File: config.mk
export PLATFORM = sky130hd
export DESIGN_NAME = rfzp_cell
export DESIGN_NICKNAME = d
export VERILOG_FILES = /design/src/rtl/rfzp_pkg.sv /design/src/rtl/rfzp_cell.sv
export SDC_FILE = /design/constraint.sdc
export NUM_CORES = 1
export LEC_CHECK = 0
export ABC_AREA = 1
export BUFFER_PORTS_ARGS = -buffer_cell sky130_fd_sc_hd__clkbuf_2
export CORE_MARGIN = 5
export CORE_UTILIZATION = 35
export CTS_CLUSTER_DIAMETER = 150
export DETAILED_ROUTE_END_ITERATION = 6
export HOLD_SLACK_MARGIN = 0.06
export SLEW_MARGIN = 25
export SYNTH_ARGS = -nofsm -noshare
export SYNTH_HDL_FRONTEND = slang
export SYNTH_SLANG_ARGS = --single-unit
File: constraint.sdc
create_clock -name clk -period 13.85 [get_ports clk]
set_input_delay 0.6925 -clock clk [delete_from_list [all_inputs] [get_ports clk]]
set_output_delay 0.6925 -clock clk [all_outputs]
set_load 0.005 [all_outputs]
File: src/rtl/rfzp_pkg.sv
// Shared constants, types and codes for the zero-padded row FIR.
package rfzp_pkg;

	// Parameter defaults
	localparam int MAX_TAPS_DEF    = 8;
	localparam int SAMPLE_BITS_DEF = 16;

	// Fixed field widths
	localparam int COEF_BITS     = 16;
	localparam int COEF_FRAC     = 14;
	localparam int NUM_COEFS     = 8;
	localparam int COEF_IDX_BITS = 3;
	localparam int TAP_BITS      = 4;
	localparam int REG_BITS      = 64;
	localparam int CFG_IDX_BITS  = 2;
	localparam int OUT_BITS      = 16;
	localparam int OUT_MAX       = 2 ** (OUT_BITS - 1) - 1;
	localparam int MAX_RESULTS   = 5;

	// Register reset values
	localparam logic [TAP_BITS-1:0] TAP_COUNT_RST  = TAP_BITS'(1);
	localparam logic [REG_BITS-1:0] COEFS_LOW_RST  = REG_BITS'(16384);
	localparam logic [REG_BITS-1:0] COEFS_HIGH_RST = '0;

	// Register map
	typedef enum logic [CFG_IDX_BITS-1:0] {
		REG_TAP_COUNT  = 2'd0,
		REG_COEFS_LOW  = 2'd1,
		REG_COEFS_HIGH = 2'd2
	} cfg_reg_t;

	// All eight Q2.14 coefficients, tap 0 in the low word
	typedef logic [NUM_COEFS-1:0][COEF_BITS-1:0] coef_vec_t;

	// Control that travels with one result through the datapath
	typedef struct packed {
		logic valid;
		logic row_last;
		logic run_last;
		logic clear;
	} job_flags_t;

	// One output beat
	typedef struct packed {
		logic [OUT_BITS-1:0] filtered;
		logic                row_last;
		logic                run_last;
	} out_beat_t;

	typedef enum logic {
		SEQ_IDLE,
		SEQ_BURST
	} seq_state_t;

endpackage

File: src/rtl/rfzp_cell.sv
// One tap cell: a window sample, its coefficient pick and a registered product.
module rfzp_cell #(
	parameter int INDEX       = 0,
	parameter int SAMPLE_BITS = rfzp_pkg::SAMPLE_BITS_DEF
) (
	input  logic                                          clk,
	input  logic                                          arst_n,
	input  logic                                          shift,
	input  logic                                          clear,
	input  logic signed [SAMPLE_BITS-1:0]                 prev,
	input  logic [rfzp_pkg::TAP_BITS-1:0]                 d,
	input  logic [rfzp_pkg::TAP_BITS-1:0]                 t,
	input  rfzp_pkg::coef_vec_t                           coefs,
	output logic signed [SAMPLE_BITS-1:0]                 win,
	output logic signed [SAMPLE_BITS+rfzp_pkg::COEF_BITS-1:0] prod_s2
);
	import rfzp_pkg::*;

	localparam int PROD_W = SAMPLE_BITS + COEF_BITS;
	localparam logic [TAP_BITS:0] IDX = (TAP_BITS + 1)'(INDEX);

	logic signed [SAMPLE_BITS-1:0] win_q;
	logic [TAP_BITS:0]             dx, jx;
	logic signed [COEF_BITS-1:0]   coef_sel;

	// Tap that meets this sample for the current result, zero when outside the kernel
	always_comb begin
		dx       = {1'b0, d};
		jx       = dx - IDX;
		coef_sel = '0;
		if (dx >= IDX && jx < {1'b0, t} && jx < (TAP_BITS + 1)'(NUM_COEFS)) begin
			coef_sel = coefs[jx[COEF_IDX_BITS-1:0]];
		end
	end

	// Window sample: shifts on each input beat, cleared after a row flush
	always_ff @(posedge clk or negedge arst_n) begin
		if (!arst_n) begin
			win_q <= '0;
		end else if (shift) begin
			win_q <= (clear && INDEX != 0) ? '0 : prev;
		end else if (clear) begin
			win_q <= '0;
		end
	end

	always_ff @(posedge clk) begin
		prod_s2 <= PROD_W'(win_q * coef_sel);
	end

	assign win = win_q;

endmodule

==> key figures, run 1 <==
Run status
  – Status: finished, final reports clean

Clocking
  – Clk buf depth: 2
  – Num CTS Buffers: 5
  – Hold-fix buffers, CTS: 0
  – Postcts setup bufs: 0
  – PostCTS Resize Cnt: 0
  – Root Buffer Master: clkbuf_16
  – CTS tree: built
  – Depth of the CTS H-tree: 2
  – Clk_lat worst skew: 320 ps
  – Sink Count: 48
  – Clock transition at path regs: 90 ps

Synth
  – Seq cells post-synth: 48
  – Syn avg cell area: 7.86 sq um
  – Share of the synthesized area in the top cell type: 40.0%
  – Sequential share of the synthesized area: 7.94%
  – Post-synth top cells: 381 x inv_1, 380 x nand2_1, 262 x fa_1, 191 x nor2_1, 85 x ha_1
  – Synth area leader: fa_1
  – Number of flops mapped to enable cells by yosys: 0
  – Top cells by area, synth: fa_1 40%, inv_1 11%, nand2_1 11%
  – Main flop type after synthesis: dfxtp_1
  – YS warnings: 0
  – Netlist area before placement: 13100 sq um
  – Count leader, synth: inv_1
  – Syn nets: 2171
  – Syn Inst Count: 1668
  – Ys async rst share: 33.3%
  – Synth unique cells: 35

Critical path
  – CP max FO: 73
  – CP Class: in2reg
  – Startpoint types: input pin
  – WP data arrival: 7880 ps
  – Worst setup path start: d[0]
  – Critical path capture point type: flop
  – CP max stage cell: fa_1
  – Max incr delay on CP: 870 ps
  – CP delay by family, top: adder cells
  – CP Buf/Inv Count: 6
  – RR Startpoint: win[15]$_DFFE_PN0P_
  – Critical Path RT: 14060 ps

Die
  – Die W: 204 microns
  – DIE HEIGHT: 204 microns
  – Num rows: 70
  – Initial core utilization: 35.6%
  – Total Die Area: 41400 sq um
  – Core area: 36800 sq um
  – I/O pin total: 204

Routing
  – WL final: 39000 microns
  – Via density: 4.79
  – Avg WL per Cell: 17.0 microns
  – Antenna Nets Post-Route: 0
  – DRC viols: 0
  – First-pass detailed-route iteration total: 5
  – Initial DRC count: 594
  – Via count: 11000

Timing
  – Period utilization: 55.4%
  – Achievable Freq: 130 MHz
  – Slew Limit Headroom: 38.6%
  – Setup TNS Final: 0 ps
  – Fin. max-slew vios: 0
  – Worst Tran Pin Value: 921 ps
  – RSZ-0062 raised after global routing: false
  – Final-report setup violation count: 0
  – Post-Route Skew: 24.5 ps
  – Fin. Hold Viols: 0
  – Final min period: 7670 ps

Placed design
  – Final GP Congestion: 0.927
  – Placed insts: 2287
  – IO buf count: 203
  – Post-DP HPWL: 33600 microns

Cells and area
  – Layout cells sized above 1: 14.4%
  – Final nets: 2329
  – Area Overhead vs Synth: 11.3%
  – Number of diodes: 0
  – Fin util: 39.6%
  – Final Non-Filler Cells: 2295

GRT
  – Vias in the first global route: 12000
  – Grt total ovfl: 0
  – Largest net degree at the start of global routing: 74
  – GR Util All Layers: 19.4%
  – First-pass GRT wire length: 63400 microns
  – Initial antenna violation count: 0

Flow run
  – Max-cap violations: 0

Hold path
  – Hold Crit Class: in2async

Power and ir drop
  – VDD IR-drop max: 79.2 uV
  – Power Dens Cells: 119 nW/um^2
  – Static leakage: 8.03 nW
==> sequential cells by signal (all words and copies together), names as in the netlist <==
| name | flops |
|---|---|
| prod_s2 | 32 |
| win | 16 |
==> metal layers <==
metal  global-route usage [%]  wire (microns)  vias to the layer above
met3                     3.39            2710                       72
li1                         -               -                     5216
met4                     6.72            1420                        0
met2                     35.8           19700                      379
met5                        0               0                        -
met1                     22.6           15100                     5329
==> stage by stage <==
stage | power, mW | hold WS, ps | cell area, sq um | setup slack (ps)
5_1_grt | 1.95 | 317 | 14600 | 5700
2_1_floorplan | 1.16 | 397 | 13100 | 7400
4_1_cts | 1.77 | 287 | 14600 | 6150
3_5_place_dp | 1.59 | 642 | 14400 | 5810
6_report | 1.74 | 277 | 14600 | 6180
3_3_place_gp | 1.59 | 632 | 14400 | 5900
==> final timing paths <==
kind | slack (ps) | end | depth (start not counted)
max reg2reg | 7140 | prod_s2[25]$_DFF_P_ | 18
min reg2reg | 1020 | prod_s2[0]$_DFF_P_ | 2
max | 6180 | prod_s2[25]$_DFF_P_ | 27
min in group clk | 580 | win[13]$_DFFE_PN0P_ | 3
max in group asynchronous | 13260 | win[7]$_DFFE_PN0P_ | 1
min | 280 | win[14]$_DFFE_PN0P_ | 1
==> report_power, final <==
part / internal [mW] / total (mW) / switching (mW)
registers: 0.195 / 0.227 / 0.0317
clock network: 0.0973 / 0.165 / 0.0676
logic: 0.498 / 1.35 / 0.847
==> cell type report <==
| type | instances | area, sq um |
|---|---|---|
| Timing Repair Buffer | 205 | 1030 |
| Clock buffer | 6 | 150 |
| Clock inverter | 2 | 38.8 |
| Inverter | 388 | 1460 |
| Sequential cell | 48 | 1040 |
| Tap cell | 468 | 586 |
| Multi-Input combinational cell | 1178 | 10300 |
| Fill cell | 3810 | 22200 |
==> placed cells by master, fill, tap and decap left out, types with 6 or more instances in the layout <==
master     instances
a21oi_1           31
nor3_1             7
o21ai_0           57
mux2i_1           28
nand3_1           38
clkbuf_2         202
clkinv_1           6
fa_1             262
dfxtp_1           32
inv_1            381
dfrtp_1           16
mux2_2            22
nor2_1           191
xor2_1            19
nor2_2            13
nand4_1            9
nand3_2            7
nand2_1          380
ha_1              85
mux2_1             6
clkbuf_16          6
==> kinds of logic (layout without fill, tap and decap cells) <==
family	after synthesis	count (layout)	share of synthesized area (%)
flip-flops	48	48	7.94
AND/OR/NAND/NOR	655	655	20.4
XOR/XNOR	20	20	1.34
multiplexers	56	56	4.54
buffers and inverters	442	601	13.7
adder cells (fa/ha/maj)	347	347	48.1
AO/OA/AOI/OAI	100	100	3.95
(Power assumes the default switching activity.)
==> run 2: changes to the inputs <==
clock period = 7.4 ns   (was 13.85 ns; I/O delays follow)
==> run 2 against run 1 <==
Effect of this change: final cell count increased by 0.74%; clock power increased by 87%; final area increased by 0.98%; sequential power increased by 84%; first-iteration DRC count increased by 39%; sequential share of layout area decreased by 0.069 points; count of clock-buffer cells in the layout unchanged; highest routed layer unchanged; global-route usage decreased by 0.17 points; clock skew increased by 3.1 ps; die area unchanged; critical endpoint is now prod_s2[27]$_DFF_P_; sequential cell count unchanged.
==> key figures, run 2 (synthesis gave the netlist of run 1 again) <==
Run status
  – Status: finished, final reports clean

Critical path
  – CP max FO: 21 (-71%)
  – WP data arrival: 7070 ps (-810 ps)
  – Critical Path RT: 7600 ps (-6460 ps)
  – Worst reg2reg endpoint: prod_s2[27]$_DFF_P_
  – CP Class: in2reg
  – Worst R2R Setup Slack: 930 ps (-6210 ps)
  – RR Startpoint: win[15]$_DFFE_PN0P_
  – Critical path capture point type: flop
  – Startpoint types: input pin
  – Worst-case reg-to-reg path depth: 17 (-1)

Clocking
  – Clk buf depth: 2 (unchanged)
  – Clk_lat worst skew: 330 ps (about the same)
  – Clock transition at path regs: 100 ps (about the same)
  – PostCTS Resize Cnt: 0 (unchanged)
  – Root Buffer Master: clkbuf_16
  – Sink Count: 48 (unchanged)
  – CTS tree: built
  – Num CTS Buffers: 5 (unchanged)
  – Depth of the CTS H-tree: 2 (unchanged)

GRT
  – Largest net degree at the start of global routing: 65 (-12%)
  – First-pass GRT wire length: 63100 microns (-0.59%)
  – Grt total ovfl: 0 (unchanged)
  – GR Util All Layers: 19.2% (-0.17 points)
  – Initial antenna violation count: 0 (unchanged)
  – Vias in the first global route: 12100 (+0.47%)

Flow run
  – Max-cap violations: 0 (unchanged)

Timing
  – Fin. Hold Viols: 0 (unchanged)
  – Slew Limit Headroom: 60.5% (+22 points)
  – Achievable Freq: 146 MHz
  – Period utilization: 92.8%
  – Post-Route Skew: 27.5 ps (+3.07 ps)
  – Hold slack: 246 ps (-31.0 ps)
  – Fin. max-slew vios: 0 (unchanged)
  – Final min period: 6870 ps
  – Final WS setup: 532 ps (-5650 ps)
  – Setup TNS Final: 0 ps (unchanged)
  – Worst Tran Pin Value: 592 ps (-329 ps)
  – Final-report setup violation count: 0 (unchanged)
  – RSZ-0062 raised after global routing: false

Cells and area
  – Max reg flops: 32 (unchanged)
  – Number of diodes: 0 (unchanged)
  – Final nets: 2346 (+0.73%)
  – Layout cells sized above 1: 15.2% (+0.73 points)
  – Most common cell after layout, fill and taps aside: inv_1
  – Area Overhead vs Synth: 12.4%
  – Fin util: 40.0% (+0.39 points)
  – Layout filler cell count: 3771 (-1.0%)
  – Commonest non-fill, non-tap cells in the layout: 381 x inv_1, 380 x nand2_1, 262 x fa_1
  – Top reg by flops: prod_s2

Hold path
  – WHS Path Cells: 3
  – Hold path startpoint: prev[15]
  – Hold Crit Class: in2reg
  – Hold endpoint: win[15]$_DFFE_PN0P_

Placed design
  – Dpl ws: 254 ps (-5560 ps)
  – Post-DP HPWL: 34500 microns (+2.6%)
  – Final GP Congestion: 0.932 (+0.53%)
  – IO buf count: 203 (unchanged)

Routing
  – Antenna Nets Post-Route: 0 (unchanged)
  – First-pass detailed-route iteration total: 5 (unchanged)
  – Avg WL per Cell: 16.9 microns (-0.79%)
  – WL final: 39000 microns (about the same)
  – Initial DRC count: 826 (+39%)
  – Via count: 11100 (+1.4%)
  – DRC viols: 0 (unchanged)
  – Via density: 4.82 (+0.64%)

Die
  – Num rows: 70 (unchanged)
  – I/O pin total: 204 (unchanged)
  – Total Die Area: 41400 sq um (unchanged)
  – Initial core utilization: 35.6% (unchanged)
  – DIE HEIGHT: 204 microns (unchanged)
  – Core area: 36800 sq um (unchanged)
  – Die W: 204 microns (unchanged)

Power and ir drop
  – Power Dens Cells: 222 nW/um^2 (+86%)
  – Static leakage: 8.12 nW (+1.1%)
  – Power Total: 3.26 mW (+88%)
  – VDD IR-drop max: 182 uV (+130%)
## run 2: power by group
group          switching (mW)  leakage (nW)  total, mW  internal [mW]
registers              0.0518         0.470      0.417          0.365
clock network           0.126        0.0926      0.308          0.182
logic                    1.59          7.55       2.54          0.950
total                    1.77          8.12       3.26           1.50
## run 2: per-layer routing
layer	vias up	wire length, microns	GRT usage [%]
met3	72	2660	2.59
met5	-	0	0
met4	0	1580	7.59
li1	5249	-	-
met2	421	19600	35.4
met1	5406	15100	22.6
## run 2: per-stage QoR
step,cell area [sq um],std cells
3_3_place_gp,14500,2303
3_5_place_dp,14500,2303
4_1_cts,14700,2312
2_1_floorplan,13100,1668
5_1_grt,14700,2312
6_report,14700,2312
## run 2: layout make-up
class                      count  area [sq um]  area share [%]
multi-input combinational   1178         10300            69.8
sequential                    48          1040            7.07
tap                          468           586            3.98
inverter                     388          1460            9.92
timing repair buffer         222          1170            7.97
clock buffer                   6           150            1.02
clock inverter                 2          38.8           0.263
## run 2: timing repair
action | 4_1_cts | 5_1_grt
hold buffers | 1 | 0
endpoints found under the setup margin | 0 | 0
setup buffers | 0 | 0
hold endpoints to repair | 16 | 0
## run 2: worst max path at each step
stage,startpoint,to,slack (ps),cells after the start
finish,d[0],prod_s2[27]$_DFF_P_,530,21
detailed placement,d[0],prod_s2[17]$_DFF_P_,250,25
global placement,d[0],prod_s2[17]$_DFF_P_,260,25
global route,d[0],prod_s2[28]$_DFF_P_,190,29
floorplan,t[1],prod_s2[31]$_DFF_P_,1280,30
CTS,d[0],prod_s2[17]$_DFF_P_,570,25
## run 2: worst max-delay path, cell delays in order
cell,delay (ps)
buf_2,450
buf_4,260
mux2_1,320
o21ai_1,110
nand2_1,90
nand3_2,200
nor2_1,130
fa_1,710
fa_1,860
inv_1,160
fa_1,510
fa_1,580
fa_1,440
fa_1,490
inv_1,40
ha_1,370
nand2_1,110
nor3_1,380
o21ai_0,270
nand4_1,130
nand2_1,70
