<file path="src/rtl/rfzp_pkg.sv">
// Shared constants, types and codes for the zero-padded row FIR.
package rfzp_pkg;

	// Parameter defaults
	localparam int MAX_TAPS_DEF    = 8;
	localparam int SAMPLE_BITS_DEF = 16;

	// Fixed field widths
	localparam int COEF_BITS     = 16;
	localparam int COEF_FRAC     = 14;
	localparam int NUM_COEFS     = 8;
	localparam int COEF_IDX_BITS = 3;
	localparam int TAP_BITS      = 4;
	localparam int REG_BITS      = 64;
	localparam int CFG_IDX_BITS  = 2;
	localparam int OUT_BITS      = 16;
	localparam int OUT_MAX       = 2 ** (OUT_BITS - 1) - 1;
	localparam int MAX_RESULTS   = 5;

	// Register reset values
	localparam logic [TAP_BITS-1:0] TAP_COUNT_RST  = TAP_BITS'(1);
	localparam logic [REG_BITS-1:0] COEFS_LOW_RST  = REG_BITS'(16384);
	localparam logic [REG_BITS-1:0] COEFS_HIGH_RST = '0;

	// Register map
	typedef enum logic [CFG_IDX_BITS-1:0] {
		REG_TAP_COUNT  = 2'd0,
		REG_COEFS_LOW  = 2'd1,
		REG_COEFS_HIGH = 2'd2
	} cfg_reg_t;

	// All eight Q2.14 coefficients, tap 0 in the low word
	typedef logic [NUM_COEFS-1:0][COEF_BITS-1:0] coef_vec_t;

	// Control that travels with one result through the datapath
	typedef struct packed {
		logic valid;
		logic row_last;
		logic run_last;
		logic clear;
	} job_flags_t;

	// One output beat
	typedef struct packed {
		logic [OUT_BITS-1:0] filtered;
		logic                row_last;
		logic                run_last;
	} out_beat_t;

	typedef enum logic {
		SEQ_IDLE,
		SEQ_BURST
	} seq_state_t;

endpackage

</file>
<file path="src/rtl/rfzp_seq.sv">
// Result sequencer: pending count, input handshake and per-result issue.
module rfzp_seq (
	input  logic                          clk,
	input  logic                          arst_n,
	input  logic                          in_valid,
	input  logic                          row_end,
	input  logic [rfzp_pkg::TAP_BITS-1:0] t,
	input  logic                          room,
	output logic                          in_stall,
	output logic                          accept,
	output logic                          issue,
	output logic [rfzp_pkg::TAP_BITS-1:0] d_s1,
	output rfzp_pkg::job_flags_t          flags_s1
);
	import rfzp_pkg::*;

	seq_state_t          state_q, state_d;
	logic [TAP_BITS-1:0] pend_q, pend_d;
	logic [TAP_BITS-1:0] cur_p_q, cur_p_d;
	logic [TAP_BITS-1:0] rem_q, rem_d;
	logic                last_q, last_d;

	logic [TAP_BITS-1:0] half, lookahead, limit, p_acc, excess, n_res;
	logic [TAP_BITS-1:0] job_p;
	logic                over, job_fin, job_last;

	// Window geometry and number of results the incoming beat releases
	always_comb begin
		half      = t >> 1;
		lookahead = t - TAP_BITS'(1) - half;
		limit     = row_end ? '0 : lookahead;
		p_acc     = pend_q + TAP_BITS'(1);
		over      = p_acc > limit;
		excess    = p_acc - limit;
		n_res     = (excess > TAP_BITS'(MAX_RESULTS)) ? TAP_BITS'(MAX_RESULTS) : excess;
	end

	// Next state and issue
	always_comb begin
		state_d  = state_q;
		pend_d   = pend_q;
		cur_p_d  = cur_p_q;
		rem_d    = rem_q;
		last_d   = last_q;
		issue    = 1'b0;
		accept   = 1'b0;
		in_stall = 1'b1;
		job_p    = p_acc;
		job_fin  = 1'b0;
		job_last = 1'b0;
		unique case (state_q)
			SEQ_IDLE: begin
				in_stall = !room;
				accept   = in_valid && room;
				if (accept) begin
					if (over) begin
						issue    = 1'b1;
						job_p    = p_acc;
						job_fin  = (n_res == TAP_BITS'(1));
						job_last = row_end;
						pend_d   = row_end ? '0 : p_acc - n_res;
						if (!job_fin) begin
							state_d = SEQ_BURST;
							cur_p_d = p_acc - TAP_BITS'(1);
							rem_d   = n_res - TAP_BITS'(1);
							last_d  = row_end;
						end
					end else begin
						pend_d = row_end ? '0 : p_acc;
					end
				end
			end
			SEQ_BURST: begin
				if (room) begin
					issue    = 1'b1;
					job_p    = cur_p_q;
					job_fin  = (rem_q == TAP_BITS'(1));
					job_last = last_q;
					cur_p_d  = cur_p_q - TAP_BITS'(1);
					rem_d    = rem_q - TAP_BITS'(1);
					if (job_fin) begin
						state_d = SEQ_IDLE;
					end
				end
			end
		endcase
	end

	// State register
	always_ff @(posedge clk or negedge arst_n) begin
		if (!arst_n) begin
			state_q <= SEQ_IDLE;
			pend_q  <= '0;
			cur_p_q <= '0;
			rem_q   <= '0;
			last_q  <= 1'b0;
		end else begin
			state_q <= state_d;
			pend_q  <= pend_d;
			cur_p_q <= cur_p_d;
			rem_q   <= rem_d;
			last_q  <= last_d;
		end
	end

	// Issue stage: tap offset and flags for the cells
	always_ff @(posedge clk or negedge arst_n) begin
		if (!arst_n) begin
			flags_s1 <= '0;
		end else begin
			flags_s1.valid    <= issue;
			flags_s1.run_last <= issue && job_fin;
			flags_s1.row_last <= issue && job_fin && job_last;
			flags_s1.clear    <= issue && job_fin && job_last;
		end
	end

	always_ff @(posedge clk) begin
		if (issue) begin
			d_s1 <= job_p - TAP_BITS'(1) + half;
		end
	end

	// A burst always has a result left to issue
	assert property (@(posedge clk) disable iff (!arst_n)
		state_q == SEQ_BURST |-> rem_q != '0)
		else $error("burst with no result left");

	// The row flush closes the run it belongs to
	assert property (@(posedge clk) disable iff (!arst_n)
		flags_s1.clear |-> flags_s1.valid && flags_s1.run_last && flags_s1.row_last)
		else $error("window clear on a result that does not end the row");

	// Row end leaves nothing pending
	assert property (@(posedge clk) disable iff (!arst_n)
		accept && row_end |=> pend_q == '0)
		else $error("pending count not cleared at row end");

endmodule

</file>
<file path="config.mk">
export PLATFORM = sky130hd
export DESIGN_NAME = rfzp_seq
export DESIGN_NICKNAME = d
export VERILOG_FILES = /design/src/rtl/rfzp_pkg.sv /design/src/rtl/rfzp_seq.sv
export SDC_FILE = /design/constraint.sdc
export NUM_CORES = 1
export LEC_CHECK = 0
export ABC_AREA = 1
export BUFFER_PORTS_ARGS = -buffer_cell sky130_fd_sc_hd__buf_4
export CELL_PAD_IN_SITES_DETAIL_PLACEMENT = 0
export CELL_PAD_IN_SITES_GLOBAL_PLACEMENT = 1
export CORE_AREA = 2 2 67 69
export CTS_CLUSTER_DIAMETER = 80
export CTS_CLUSTER_SIZE = 20
export DETAILED_ROUTE_END_ITERATION = 10
export DIE_AREA = 0 0 69 71
export GPL_ROUTABILITY_DRIVEN = 0
export HOLD_SLACK_MARGIN = 0.06
export PLACE_DENSITY_LB_ADDON = 0.1
export SLEW_MARGIN = 30
export SYNTH_ARGS = -nofsm -noshare
export SYNTH_HDL_FRONTEND = slang
export SYNTH_SLANG_ARGS = --single-unit
</file>
<file path="constraint.sdc">
create_clock -name clk -period 3.4 [get_ports clk]
set_input_delay 0.17 -clock clk [delete_from_list [all_inputs] [get_ports clk]]
set_output_delay 0.17 -clock clk [all_outputs]
set_load 0.02 [all_outputs]
</file>
==> results.json, run 1 <==
{
  "tightest_slew_ns": 0.389,
  "syn_nets": 247,
  "totalWireLength_um": 3850,
  "hold_viol": 0,
  "rsz0062_at_grt": "false",
  "cts_buffers": 3,
  "grt.total_usage_pct": 16.7,
  "antenna_found_initial": 0,
  "clock_path_buffers": 2,
  "start_kind": "input port",
  "grt_pass1_vias": 1483,
  "dr.pass1.iters": 4,
  "core-area_um2": 4200,
  "crit_start": "t[1]",
  "grt_overflow": 0,
  "synth_seq_cells": 21,
  "fin_setup_tns_ns": 0,
  "min_path_type": "input port to flop",
  "clockRootBuffer": "clkbuf_8",
  "drt_iter0_drc": 59,
  "hp-start": "row_end",
  "crit_arrival_ns": 3.25,
  "pwr_density_cell_nw_per_um2": 1130,
  "netlist_area_um2": 1750,
  "die_h_um": 71,
  "period_share_pct": 91.4,
  "drive_above_1_share_pct": 19.5,
  "dieWidth_um": 69,
  "synth.avg_cell_area_um2": 8.14,
  "num_rows": 24,
  "nets": 274,
  "ys.warnings.count": 0,
  "required_ns": 3.55,
  "num_vias": 1431,
  "maxSlewViolCount": 0,
  "skew_ns": 0.00710,
  "placed_cells": 288,
  "syn_inst": 215,
  "end_kind": "flop",
  "grt_pass1_wl_um": 6670,
  "cts_setup_buffers": 0,
  "r2r-start": "pend_q[1]",
  "final-setup-viol-count": 0,
  "maxCapViolCount": 0,
  "final_common_cell": "nand2_1",
  "grt_start_max_net_pins": 18,
  "die-area_um2": 4900,
  "layout_min_cycle_time_ns": 3.11,
  "drc": 0,
  "port-buffer-count": 19,
  "clk_latency_ns": 0.26,
  "slew_headroom_pct": 74.1,
  "insertedDiodeCount": 0,
  "cts_tree": "yes",
  "dp_hpwl_um": 3160,
  "wl_per_cell_um": 13.1,
  "placed_area_um2": 1960,
  "design_area_um2": 2010,
  "leakage_nw": 1.07,
  "fill_cells": 434,
  "htreeDepth": 1,
  "ys_seq_area_share_pct": 31.2,
  "clk_pin_slew_ns": 0.08,
  "start_util_pct": 41.6,
  "fin_cells": 293,
  "ios": 20,
  "fmax_mhz": 322,
  "irDropWorstVdd_uv": 630,
  "mostFrequentLayoutCells": "nand2_1, inv_1, buf_4",
  "status": "finished clean",
  "cp_max_fo": 4,
  "area_growth_pct": 15.1,
  "setup.worst_path.class": "input port to flop",
  "cts.sinks": 21,
  "synth.distinct_cells": 34,
  "postRouteAntennaNets": 0,
  "vias_per_cell": 4.88
}
[metrics by stage]
| stage | hold slack [ns] | util [%] | power, mW | setup WS, ns |
|---|---|---|---|---|
| 3_3_place_gp | 0.0514 | 46.6 | 2.09 | 0.118 |
| 4_1_cts | 0.192 | 47.9 | 2.30 | 0.286 |
| 6_report | 0.193 | 47.9 | 2.28 | 0.293 |
| 3_5_place_dp | 0.0512 | 46.6 | 2.13 | 0.0144 |
| 5_1_grt | 0.207 | 47.9 | 2.54 | 0.131 |
| 2_1_floorplan | -0.126 | - | 1.72 | 0.264 |
[repair_timing]
action	4_1_cts	5_1_grt
hold buffers	1	0
endpoints found under the hold margin	17	0
resized for setup	0	0
[registers in the layout, indices dropped and copies added, names as in the netlist]
name	count
cur_p_q	4
d_s1	4
flags_s1	3
last_q	1
pend_q	4
rem_q	4
state_q	1
[synth_stat cells (all sizes together)]
cell / instances / area share, %
a31oi: 2 / 1.6
nand3: 16 / 4.9
clkinv: 1 / 0.21
fa: 4 / 4.6
a21oi: 7 / 2.2
edfxtp: 4 / 6.9
buf: 5 / 2.9
inv: 34 / 7.3
a32o: 2 / 1.1
o211ai: 1 / 0.43
a21o: 1 / 0.43
nand2: 61 / 15
o21ai: 18 / 5.6
xnor2: 5 / 2.5
nor3: 1 / 0.29
or2: 1 / 0.36
nor2: 9 / 2.6
dfrtp: 17 / 24
ha: 19 / 14
xor2: 5 / 2.5
a211oi: 2 / 0.86
[final cells by class]
class,count,area (µm²),area share (%)
timing repair buffer,27,205,10.2
sequential,21,546,27.1
clock buffer,4,45.0,2.24
multi-input combinational,154,1020,50.7
inverter,35,131,6.53
tap,52,65.1,3.23
[kinds of logic (layout without fill, tap and decap cells)]
logic type | after synthesis | after routing | synth area share (%)
AND/OR/NAND/NOR | 88 | 88 | 23.0
buffers and inverters | 40 | 66 | 10.4
AO/OA/AOI/OAI | 33 | 33 | 12.2
adder cells (fa/ha/maj) | 23 | 23 | 18.2
flip-flops | 21 | 21 | 31.2
XOR/XNOR | 10 | 10 | 5.01
[critical path, stage by stage]
cell	delay, ns
buf_4	0.11
inv_1	0.07
ha_1	0.14
inv_1	0.06
fa_1	0.42
or2_2	0.32
fa_1	0.46
xor2_1	0.22
inv_1	0.09
nand2_1	0.09
inv_1	0.06
nand2_1	0.12
inv_1	0.08
fa_1	0.40
xor2_1	0.17
nand2_1	0.07
a32o_1	0.21
[final timing paths]
kind / end / slack (ns) / cells after the start
worst max register to register: pend_q[2] / 0.46 / 14
max in group asynchronous: pend_q[3] / 2.90 / 2
worst max-delay path: pend_q[2] / 0.29 / 17
worst min register to register: last_q / 0.50 / 2
min in group asynchronous: flags_s1[3] / 0.30 / 2
worst min-delay path: flags_s1[0] / 0.19 / 3
[where the power goes]
part / switching [mW] / internal [mW] / leakage [nW]
logic: 0.988 / 0.641 / 0.792
clock network: 0.0793 / 0.0834 / 0.0228
registers: 0.0873 / 0.400 / 0.251
[per-layer routing]
| layer | track usage (%) | wire (µm) | up-vias |
|---|---|---|---|
| met4 | 5.45 | 27 | 0 |
| met3 | 1.85 | 101 | 2 |
| met1 | 20.6 | 1780 | 672 |
| met2 | 30.4 | 1930 | 19 |
| li1 | - | - | 738 |
| met5 | 0 | 0 | - |
Power figures use the tool's default switching activity.
==> run 2: changes to the inputs <==
Settings changed: CORE_AREA 2 2 67 69 to 2 2 66 68, CTS_BUF_LIST from default to sky130_fd_sc_hd__clkbuf_4, DIE_AREA 0 0 69 71 to 0 0 68 70.
Clock period 3.4 ns to 3.15 ns, I/O delays scaled along.
==> run 2 against run 1 <==
Sequential cell count unchanged. Worst setup slack got worse by 0.095 ns. Design area up 1.9%. Hold slack got worse by 0.059 ns. Combinational power increased by 12%. Clock power is 17% lower. Total power is 9.7% higher. Largest cell class unchanged.
==> results.json, run 2 (same netlist as run 1, synthesis figures left out) <==
{
  "status": "finished clean",
  "port-buffer-count": 19,
  "core-area_um2": 4140,
  "hold_viol": 0,
  "irDropWorstVdd_uv": 667,
  "insertedDiodeCount": 0,
  "min_path_type": "input port to flop",
  "num_rows": 24,
  "cts_tree": "yes",
  "clock_path_buffers": 2,
  "required_ns": 3.35,
  "start_kind": "input port",
  "postRouteAntennaNets": 0,
  "cp_slowest_cell": "fa_1",
  "fin_cells": 299,
  "post-route-util_pct": 49.5,
  "die_h_um": 70,
  "hold_ws_ns": 0.134,
  "setup.worst_path.class": "input port to flop",
  "slew_headroom_pct": 73.0,
  "final_common_cell": "nand2_1",
  "end_kind": "flop",
  "path_buf_inv": 6,
  "rsz0062_at_grt": "false",
  "cp_max_fo": 2,
  "start_util_pct": 42.2,
  "grt_start_max_net_pins": 18,
  "pwr_density_cell_nw_per_um2": 1220,
  "period_share_pct": 93.7,
  "dp_hpwl_um": 3230,
  "antenna_found_initial": 0,
  "skew_ns": 0.00747,
  "dieWidth_um": 68,
  "area_growth_pct": 17.2,
  "maxSlewViolCount": 0,
  "cpPeakStageDelay_ns": 0.44,
  "drt_iter0_drc": 52,
  "nets": 280,
  "grt.total_usage_pct": 18.5,
  "path_cells": "buf_4, inv_1, ha_1, inv_1, fa_1, or2_2, fa_1, xor2_1, inv_1, nand2_1, inv_1, nand2_1, inv_1, fa_1, xor2_1, nand2_1, a32o_1",
  "leakage_nw": 1.09,
  "drive_above_1_share_pct": 22.3,
  "htreeDepth": 1,
  "clk_latency_ns": 0.30,
  "cts_buffers": 3,
  "tightest_slew_ns": 0.405,
  "crit_family": "adder cells",
  "cts_setup_buffers": 0,
  "grt_pass1_vias": 1447,
  "num_vias": 1460,
  "power_mw": 2.50,
  "clk_pin_slew_ns": 0.11,
  "crit_arrival_ns": 3.15,
  "clockRootBuffer": "clkbuf_4",
  "mostFrequentLayoutCells": "nand2_1, buf_4, inv_1",
  "ios": 20,
  "fmax_mhz": 339,
  "drc": 0,
  "grt_overflow": 0,
  "dr.pass1.iters": 4,
  "placed_cells": 294,
  "grt_pass1_wl_um": 6780,
  "vias_per_cell": 4.88,
  "final-setup-viol-count": 0,
  "wl_per_cell_um": 12.9,
  "cts.sinks": 21,
  "layout_min_cycle_time_ns": 2.95,
  "maxCapViolCount": 0,
  "die-area_um2": 4760,
  "cp_common_cell": "inv_1",
  "totalWireLength_um": 3860
}
## run 2: changes by cell type in the layout (fill, tap and decap cells not counted)
cell,previous run,this run
buf_4,26,32
clkbuf_1,1,0
clkbuf_4,0,4
clkbuf_8,3,0
xnor2_1,5,4
xnor2_2,0,1
## run 2: worst paths after layout
kind | slack (ns) | from | end | cells past startpoint
worst max-delay path | 0.20 | t[1] | pend_q[2] | 17
worst min-delay path | 0.13 | row_end | flags_s1[0] | 3
worst max register to register | 0.24 | pend_q[1] | rem_q[1] | 17
worst min register to register | 0.51 | pend_q[3] | pend_q[3] | 2
max in group asynchronous | 2.71 | arst_n | pend_q[0] | 2
min in group asynchronous | 0.24 | arst_n | cur_p_q[2] | 2
## run 2: power breakdown
part           total (mW)  switching, mW  internal (mW)
combinational        1.83           1.08          0.750
clock               0.136         0.0777         0.0580
sequential          0.532          0.102          0.430
## run 2: per-layer routing
metal / wire [µm] / vias to the layer above / track usage (%)
met5: 0 / - / 0
met2: 1940 / 19 / 31.2
met1: 1790 / 681 / 24.6
met4: 53 / 0 / 5.33
li1: - / 756 / -
met3: 80 / 4 / 1.93
## run 2: final cells by class
class                      instances  area (µm²)
fill                             415        2090
multi-input combinational        154        1030
sequential                        21         546
timing repair buffer              33         250
inverter                          35         131
tap                               52        65.1
clock buffer                       4        30.0
## run 2: worst min-delay path, delay by kind of cell
kind,cells,cell delay (ns)
buffers and inverters,1,0.12
and+or+nand+nor,1,0.06
AOI/OAI and AO/OA,1,0.06
## run 2: metrics by stage
stage	setup slack (ns)	TNS, ns	cell area (µm²)
floorplan	0.0265	0	1750
global placement	-0.0193	-0.0193	2000
detailed placement	-0.145	-0.448	2000
CTS	0.180	0	2040
global route	0.0322	0	2050
finish	0.197	0	2050
## run 2: what timing repair did
action | CTS | global route
hold endpoints to repair | 17 | 0
hold buffers | 1 | 0
resized for setup | 0 | 1
setup endpoints to repair | 0 | 1
