<file path="src/rtl/rfzp_pkg.sv">
// Shared constants, types and codes for the zero-padded row FIR.
package rfzp_pkg;

	// Parameter defaults
	localparam int MAX_TAPS_DEF    = 8;
	localparam int SAMPLE_BITS_DEF = 16;

	// Fixed field widths
	localparam int COEF_BITS     = 16;
	localparam int COEF_FRAC     = 14;
	localparam int NUM_COEFS     = 8;
	localparam int COEF_IDX_BITS = 3;
	localparam int TAP_BITS      = 4;
	localparam int REG_BITS      = 64;
	localparam int CFG_IDX_BITS  = 2;
	localparam int OUT_BITS      = 16;
	localparam int OUT_MAX       = 2 ** (OUT_BITS - 1) - 1;
	localparam int MAX_RESULTS   = 5;

	// Register reset values
	localparam logic [TAP_BITS-1:0] TAP_COUNT_RST  = TAP_BITS'(1);
	localparam logic [REG_BITS-1:0] COEFS_LOW_RST  = REG_BITS'(16384);
	localparam logic [REG_BITS-1:0] COEFS_HIGH_RST = '0;

	// Register map
	typedef enum logic [CFG_IDX_BITS-1:0] {
		REG_TAP_COUNT  = 2'd0,
		REG_COEFS_LOW  = 2'd1,
		REG_COEFS_HIGH = 2'd2
	} cfg_reg_t;

	// All eight Q2.14 coefficients, tap 0 in the low word
	typedef logic [NUM_COEFS-1:0][COEF_BITS-1:0] coef_vec_t;

	// Control that travels with one result through the datapath
	typedef struct packed {
		logic valid;
		logic row_last;
		logic run_last;
		logic clear;
	} job_flags_t;

	// One output beat
	typedef struct packed {
		logic [OUT_BITS-1:0] filtered;
		logic                row_last;
		logic                run_last;
	} out_beat_t;

	typedef enum logic {
		SEQ_IDLE,
		SEQ_BURST
	} seq_state_t;

endpackage

</file>
<file path="src/rtl/rfzp_tree.sv">
// Registered adder tree over the cell products, flag delay line and output saturation.
module rfzp_tree #(
	parameter int MAX_TAPS = rfzp_pkg::MAX_TAPS_DEF,
	parameter int PROD_W   = rfzp_pkg::SAMPLE_BITS_DEF + rfzp_pkg::COEF_BITS
) (
	input  logic                             clk,
	input  logic                             arst_n,
	input  logic [MAX_TAPS-1:0][PROD_W-1:0]  prods,
	input  rfzp_pkg::job_flags_t             flags_s1,
	output logic                             push,
	output rfzp_pkg::out_beat_t              beat
);
	import rfzp_pkg::*;

	localparam int LEVELS = $clog2(MAX_TAPS);
	localparam int NP     = 1 << LEVELS;
	localparam int ACC_W  = PROD_W + LEVELS;
	localparam logic signed [ACC_W-1:0] SAT_HI = ACC_W'(OUT_MAX);
	localparam logic signed [ACC_W-1:0] SAT_LO = ACC_W'(-OUT_MAX - 1);

	logic signed [ACC_W-1:0] leaf  [NP];
	logic signed [ACC_W-1:0] sum_q [NP];
	logic signed [ACC_W-1:0] root, shifted;
	job_flags_t              flg_q [LEVELS+1];

	// Leaves, padded with zero up to a power of two
	for (genvar k = 0; k < NP; k++) begin : g_leaf
		if (k < MAX_TAPS) begin : g_used
			assign leaf[k] = ACC_W'($signed(prods[k]));
		end else begin : g_pad
			assign leaf[k] = '0;
		end
	end

	// Heap-ordered nodes, one register per level
	for (genvar k = 0; k < NP - 1; k++) begin : g_node
		if (2 * k + 1 >= NP - 1) begin : g_bottom
			always_ff @(posedge clk) begin
				sum_q[k] <= leaf[2*k+1-(NP-1)] + leaf[2*k+2-(NP-1)];
			end
		end else begin : g_inner
			always_ff @(posedge clk) begin
				sum_q[k] <= sum_q[2*k+1] + sum_q[2*k+2];
			end
		end
	end

	if (LEVELS == 0) begin : g_root_leaf
		assign root = leaf[0];
	end else begin : g_root_node
		assign root = sum_q[0];
	end

	// Flags follow the product stage and each tree level
	always_ff @(posedge clk or negedge arst_n) begin
		if (!arst_n) begin
			for (int i = 0; i <= LEVELS; i++) begin
				flg_q[i] <= '0;
			end
		end else begin
			flg_q[0] <= flags_s1;
			for (int i = 1; i <= LEVELS; i++) begin
				flg_q[i] <= flg_q[i-1];
			end
		end
	end

	// Drop the fraction (floor) and clamp to the output range
	always_comb begin
		shifted = root >>> COEF_FRAC;
		if (shifted > SAT_HI) begin
			beat.filtered = OUT_BITS'(SAT_HI);
		end else if (shifted < SAT_LO) begin
			beat.filtered = OUT_BITS'(SAT_LO);
		end else begin
			beat.filtered = shifted[OUT_BITS-1:0];
		end
		beat.row_last = flg_q[LEVELS].row_last;
		beat.run_last = flg_q[LEVELS].run_last;
	end

	assign push = flg_q[LEVELS].valid;

endmodule

</file>
<file path="config.mk">
export PLATFORM = sky130hd
export DESIGN_NAME = rfzp_tree
export DESIGN_NICKNAME = d
export VERILOG_FILES = /design/src/rtl/rfzp_pkg.sv /design/src/rtl/rfzp_tree.sv
export SDC_FILE = /design/constraint.sdc
export NUM_CORES = 1
export LEC_CHECK = 0
export BUFFER_PORTS_ARGS = -buffer_cell sky130_fd_sc_hd__buf_2
export CORE_ASPECT_RATIO = 0.8
export CORE_MARGIN = 4
export CORE_UTILIZATION = 45
export CTS_BUF_LIST = sky130_fd_sc_hd__clkbuf_8
export CTS_CLUSTER_DIAMETER = 80
export DETAILED_ROUTE_END_ITERATION = 7
export MAX_ROUTING_LAYER = met4
export PLACE_DENSITY = 0.69
export REMOVE_ABC_BUFFERS = 1
export SYNTH_ARGS = -nofsm -noshare
export SYNTH_HDL_FRONTEND = slang
export SYNTH_SLANG_ARGS = --single-unit
export TNS_END_PERCENT = 30
</file>
<file path="constraint.sdc">
create_clock -name clk -period 2.5 [get_ports clk]
set_input_delay 0.5 -clock clk [delete_from_list [all_inputs] [get_ports clk]]
set_output_delay 0.5 -clock clk [all_outputs]
set_load 0.02 [all_outputs]
</file>
==> results of run 1 <==
-- what timing repair did --
item,4_1_cts,5_1_grt
pin swaps,61,83
endpoints found under the setup margin,83,93
hold endpoints to repair,12,0
gates resized for setup,85,102
buffers inserted,21,16
hold buffers,1,0
-- worst max-delay path: stages, from the launching register on --
cell and delay, ns:
dfxtp_4 0.39, ha_4 0.21, a21o_1 0.15, a21o_1 0.16
a221oi_2 0.28, a211oi_2 0.14, o211ai_1 0.29, a21boi_1 0.13
o21a_1 0.24, or4_1 0.44, o211ai_1 0.11
-- final timing paths --
| path | from | end | slack (ns) | cells past startpoint |
|---|---|---|---|---|
| worst max-delay path | sum_q[1][7] | sum_q[0][30] | -0.11 | 10 |
| worst min-delay path | flags_s1[3] | flg_q[15] | 0.07 | 1 |
| worst max register to register | sum_q[1][7] | sum_q[0][30] | -0.11 | 10 |
| worst min register to register | flg_q[7] | push | 0.35 | 0 |
| max in group asynchronous | arst_n | flg_q[9] | 1.94 | 2 |
| min in group asynchronous | arst_n | beat[1] | 0.36 | 2 |
-- cells in the final DEF (no fill, tap or decap), types with 6 or more instances in the layout --
master      n
buf_4     341
nand4_1    19
nand3_1    39
o21ai_0    81
and3_1     18
o21ai_2    11
xor2_1     66
nor2_1    100
nand2_1   104
a211oi_1   11
buf_6       9
dfxtp_2    14
nor3_1     19
xnor2_1   118
o21bai_1   26
nor2_2      7
a31o_2      7
dfrtp_1    12
o211ai_1   12
a31oi_1    19
a31oi_4     6
buf_2     275
nor2b_1    24
or2_2       9
ha_1      214
inv_1      69
nand2b_1   23
o21ai_1     9
and2_1     13
a21oi_1   155
ha_4       12
a21o_1    133
dfxtp_1   207
o21a_1     23
clkbuf_8   44
a21oi_2    20
-- cells in the mapped netlist (all sizes together), types with 25 or more instances --
cell type / instances / area [um2]
ha: 227 / 2840
clkbuf: 25 / 93.84
xor2: 66 / 578.1
nand3: 41 / 205.2
dfxtp: 223 / 4464
a21oi: 176 / 884.6
nand2: 105 / 394.1
xnor2: 120 / 1051
nor2: 109 / 409.1
o21bai: 28 / 210.2
a21o: 133 / 998.5
inv: 56 / 210.2
o21ai: 103 / 519.3
a31oi: 29 / 187.7
nor2b: 25 / 156.4
-- layer usage --
metal	vias to the layer above	GRT usage
li1	7697	-
met1	7149	0.3163
met2	391	0.3752
met3	71	0.04746
met4	0	0.05865
met5	-	-
-- state kept, by name (all words and copies together), names as in the netlist --
register  count
push          1
sum_q       223
beat          2
flg_q         9
-- through the flow --
stage                     cells  setup WS, ns  total power, W  hold WS (ns)  area, um2
final                      2881       -0.1150         0.02123       0.06620      21680
after global routing       2881       -0.1996         0.02269       0.03608      21680
after CTS                  2867       -0.1183         0.02043       0.02973      21060
after detailed placement   2779       -0.8419         0.01649        0.3347      19820
after global placement     2779       -0.7718         0.01621        0.3318      19820
after floorplan            1724       -0.5337         0.01250        0.2044      15510
-- logic make-up after synthesis --
| family | synth area share |
|---|---|
| AOI/OAI and AO/OA | 0.2526 |
| and+or+nand+nor | 0.1270 |
| DFF | 0.3046 |
| adders and majority gates | 0.1893 |
| xor gates and xnor gates | 0.1042 |
| buffers and inverters | 0.02168 |
| muxes | 0.0007199 |
-- cell type report --
type | instances | area [um2] | area share
clock buffer | 44 | 605.6 | 0.02793
clock inverter | 22 | 143.9 | 0.006636
inverter | 56 | 210.2 | 0.009694
multi-input combinational | 1433 | 11300 | 0.5214
sequential | 235 | 4790 | 0.2209
tap | 465 | 581.8 | 0.02683
timing repair buffer | 626 | 4048 | 0.1867
-- power by group --
group | total, W | leakage (nW) | switching (W) | internal, W
combinational | 0.0120 | 8.20 | 0.00625 | 0.00578
clock | 0.00331 | 0.440 | 0.00150 | 0.00181
sequential | 0.00589 | 2.02 | 0.000742 | 0.00515
==> out/qor.yml, run 1 <==
detailed_routing:
  dr.first_iter.drc_count: 822
  route.top_layer_used: "met4"
  detail-route-antenna-nets: 0
  wl_per_cell_um: 16.07
  dr_wl_met3_um: 2544
  detailroute.wirelength.met2_um: 20970
  firstDrtPassIters: 7
  wirelength_routed_um: 46290
  wl_met1_um: 21920
  route.detailed.drc: 0
  detail_route.vias_per_cell: 5.313
  routed-via-count: 15308
floorplanning:
  die_w_um: 216.4
  die_area_mm2: 0.03782
  initial_core_utilization: 0.4609
  die_h_um: 174.7
  rows: 60
  core_area_mm2: 0.03393
  ioPinCount: 281
pwr:
  power.static_leakage_nw: 10.67
  powerDensity_mw_per_mm2: 979.1
  max_rail_drop_vdd_mv: 0.6128
clock_tree:
  cts_htree_levels: 2
  clkSlewWorstSetupHoldPaths_ns: 0.06
  worstSkewPairLatency_ns: 0.54
  number_of_cts_inserted_buffers: 38
  clockBufferDepth: 3
  cts_num_sinks: 235
  cts_tree: "built"
  root_buffer: "clkbuf_8"
yosys:
  synth-edff-count: 0
  async_reset_ff_frac: 0.05106
  ys_seq_area_frac: 0.3046
  postSynthCellCount: 1755
  synthDistinctLibCells: 75
  synth-main-ff-cell: "dfxtp_1"
  warnings_synthesis: 0
  postSynthRegisterBits: 235
  synth_area_per_cell_um2: 8.912
  syn_area_mm2: 0.01564
worst_setup_path:
  cp_data_arrival_time_ns: 3.08
  crit_path_end_kind: "register"
  critPathRequiredTime_ns: 2.96
  critPathMaxFanout: 3
  startpoint_type: "register"
  worst-setup-path-type: "register to register"
sta:
  layout_setup_ws_ns: -0.1150
  worst-slew-pin-transition_ns: 0.7313
  finalCriticalPeriod_ns: 2.615
  fin_skew_ns: 0.01649
  layout_worst_path_cycle_share: 1.046
  finalSetupViolations: 13
  max_clk_rate_mhz: 382.4
  fin_setup_tns_ns: -0.6123
  relSlewSlack: 0.5125
  timing.final.hold_violations: 0
  unrepaired_setup_endpoints_after_global_routing: "yes"
  report.final.slew_viol_count: 0
global_route:
  gr-total-overflow: 0
  grt.total_usage: 0.2381
  grt_pass1_vias: 15414
  grt_antenna_before_repair: 0
  grt_max_degree: 16
  grt_pass1_wl_um: 73330
status:
  result_of_the_run: "finished with violations"
  violations: "negative setup slack"
cells_and_area:
  finalCoreUtilization: 0.6390
  area_overhead_of_the_layout_relative_to_synthesis_pct: 38.64
  n_antenna_cell: 0
  nets: 2885
  n_fill_cell: 2862
  drive_above_1_share: 0.3481
placement:
  detailed_place_hpwl_um: 37530
  portBuffers: 279
  globalplace.congestion: 0.9458
run:
  drv.max_cap_violation_count: 0
worst_hold_path:
  hp-class: "primary input to register"
(Power assumes the default switching activity.)
==> run 2: changes to the inputs <==
Settings changed: PLACE_DENSITY 0.69 to 0.67.
==> out/qor.yml, run 2 (synthesis results as in run 1) <==
status:
  result_of_the_run: "finished with violations"  # unchanged
  violations: "negative setup slack"  # unchanged
sta:
  layout_setup_ws_ns: -0.1238  # was -0.1150 ns
  finalSetupViolations: 17  # was 13
  fin_setup_tns_ns: -0.8456  # was -0.6123 ns
  finalCriticalPeriod_ns: 2.624  # was 2.615 ns
  unrepaired_setup_endpoints_after_global_routing: "yes"  # unchanged
  worst-slew-pin-transition_ns: 0.5065  # was 0.7313 ns
  max_clk_rate_mhz: 381.1  # was 382.4 MHz
  report.final.slew_viol_count: 0  # unchanged
  timing.final.hold_violations: 0  # unchanged
  relSlewSlack: 0.6603  # was 0.5125
  layout_worst_path_cycle_share: 1.050  # was 1.046
  fin_skew_ns: 0.02328  # was 0.01649 ns
  holdWs_ns: 0.06851  # was 0.06620 ns
floorplanning:
  rows: 60  # unchanged
  initial_core_utilization: 0.4609  # unchanged
  ioPinCount: 281  # unchanged
  die_h_um: 174.7  # unchanged
  die_area_mm2: 0.03782  # unchanged
  die_w_um: 216.4  # unchanged
  core_area_mm2: 0.03393  # unchanged
run:
  drv.max_cap_violation_count: 0  # unchanged
pwr:
  power_w: 0.02198  # was 0.02123 W
  max_rail_drop_vdd_mv: 0.5393  # was 0.6128 mV
  powerDensity_mw_per_mm2: 1009  # was 979.1 mW/mm2
  power.static_leakage_nw: 10.68  # was 10.67 nW
global_route:
  grt_max_degree: 13  # was 16
  gr-total-overflow: 0  # unchanged
  grt_pass1_vias: 15037  # was 15414
  grt_antenna_before_repair: 0  # unchanged
  grt_pass1_wl_um: 72620  # was 73330 um
  grt.total_usage: 0.2369  # was 0.2381
cells_and_area:
  n_fill_cell: 2931  # was 2862
  largest-register: "sum_q"  # unchanged
  drive_above_1_share: 0.3481  # about the same
  mostFrequentLayoutCell: "buf_4"  # unchanged
  final_cell_mix: "buf_4 (336), buf_2 (277), ha_1 (213)"  # was buf_4 (341), buf_2 (275), ha_1 (214)
  multi_input_gate_area_mm2: 0.01130  # about the same
  nets: 2878  # was 2885
  n_antenna_cell: 0  # unchanged
  area_overhead_of_the_layout_relative_to_synthesis_pct: 39.30  # was 38.64%
  finalCoreUtilization: 0.6420  # was 0.6390
  largest_register_ffs: 223  # unchanged
  layout.area.seq_mm2: 0.004791  # was 0.004790 mm2
  post_route_non_filler_standard_cell_count: 2878  # was 2881
worst_setup_path:
  worst-path-buf-inv: 0  # unchanged
  timing.critical_path.cells: "ha_4 > a21o_1 > a21o_1 > a221oi_2 > a211oi_2 > o211ai_1 > a21boi_1 > o21a_1 > or4_1 > o311ai_1"  # was ha_4 > a21o_1 > a21o_1 > a221oi_2 > a211oi_2 > o211ai_1 > a21boi_1 > o21a_1 > or4_1 > o211ai_1
  worst-setup-path-type: "register to register"  # unchanged
  crit_path_end_kind: "register"  # unchanged
  worst_path_most_repeated_cell: "a21o_1"
  critical_path.slowest_cell: "or4_1"  # unchanged
  critPathRequiredTime_ns: 2.94  # was 2.96 ns
  reg2regPathDepth: 10  # unchanged
  worstSetupPathDepth: 10  # unchanged
  cp_data_arrival_time_ns: 3.06  # was 3.08 ns
  startpoint_type: "register"  # unchanged
  timing.critical_path.slowest_cell_delay_ns: 0.43  # was 0.44 ns
  kind_of_cell_with_the_highest_combined_delay_on_the_critical_path: "compound AO/OA/AOI/OAI gates"  # unchanged
  critPathMaxFanout: 3  # unchanged
detailed_routing:
  detail_route.vias_per_cell: 5.311  # was 5.313
  firstDrtPassIters: 5  # was 7
  dr.first_iter.drc_count: 877  # was 822
  wirelength_routed_um: 46280  # was 46290 um
  route.detailed.drc: 0  # unchanged
  wl_per_cell_um: 16.08  # was 16.07 um
  detail-route-antenna-nets: 0  # unchanged
  routed-via-count: 15284  # was 15308
clock_tree:
  cts_tree: "built"  # unchanged
  root_buffer: "clkbuf_8"  # unchanged
  number_of_cts_inserted_buffers: 38  # unchanged
  worstSkewPairLatency_ns: 0.55  # was 0.54 ns
  cts_htree_levels: 2  # unchanged
  clockBufferDepth: 3  # unchanged
  clkSlewWorstSetupHoldPaths_ns: 0.06  # about the same
  cts_num_sinks: 235  # unchanged
placement:
  globalplace.congestion: 0.9190  # was 0.9458
  dp.cells: 2782  # was 2779
  portBuffers: 279  # unchanged
  detailed_place_hpwl_um: 37560  # was 37530 um
worst_hold_path:
  worst_hold_path_depth: 1  # unchanged
  hp-class: "primary input to register"  # unchanged
## run 2: per-layer routing
layer	share of wire	GRT usage
met1	0.47	0.3214
met3	0.057	0.04607
met4	0.016	0.04772
met5	0	-
met2	0.46	0.3711
## run 2: power by group
group          internal [W]  switching, W  total [W]  leakage (nW)
Combinational       0.00588       0.00628     0.0122          8.16
Clock               0.00238       0.00156    0.00393         0.499
Sequential          0.00515      0.000738    0.00588          2.02
Total                0.0134       0.00858     0.0220          10.7
## run 2: final timing paths
| kind | to | start | slack [ns] |
|---|---|---|---|
| setup / recovery | sum_q[0][29] | sum_q[1][7] | -0.12 |
| hold / removal | flg_q[14] | flags_s1[2] | 0.07 |
| setup reg to reg | sum_q[0][29] | sum_q[1][7] | -0.12 |
| hold reg to reg | beat[0] | flg_q[5] | 0.35 |
| max in group asynchronous | flg_q[6] | arst_n | 1.93 |
| min in group asynchronous | push | arst_n | 0.37 |
## run 2: final cells by class
cell class | instances | area share
clock inverter | 18 | 0.009649
sequential | 235 | 0.2199
timing repair buffer | 619 | 0.1825
clock buffer | 52 | 0.03285
inverter | 56 | 0.009763
tap | 465 | 0.02671
multi-input combinational | 1433 | 0.5187
## run 2: repair_timing
action	in CTS	in global routing
endpoints found under the setup margin	61	83
setup buffers	18	12
resized for setup	84	100
endpoints found under the hold margin	12	0
pin swaps	61	71
hold buffers	1	0
## run 2: stage by stage
stage	setup WS [ns]	area [um2]
CTS	-0.1196	21240
floorplan	-0.5337	15510
finish	-0.1238	21790
global placement	-0.7815	19850
detailed placement	-0.8470	19850
global route	-0.1958	21790
## run 2: worst reg2reg max path, stage by stage (launching register included)
cell and delay [ns]:
dfxtp_4 0.38, ha_4 0.20, a21o_1 0.14, a21o_1 0.18
a221oi_2 0.31, a211oi_2 0.14, o211ai_1 0.27, a21boi_1 0.14
o21a_1 0.23, or4_1 0.43, o311ai_1 0.10
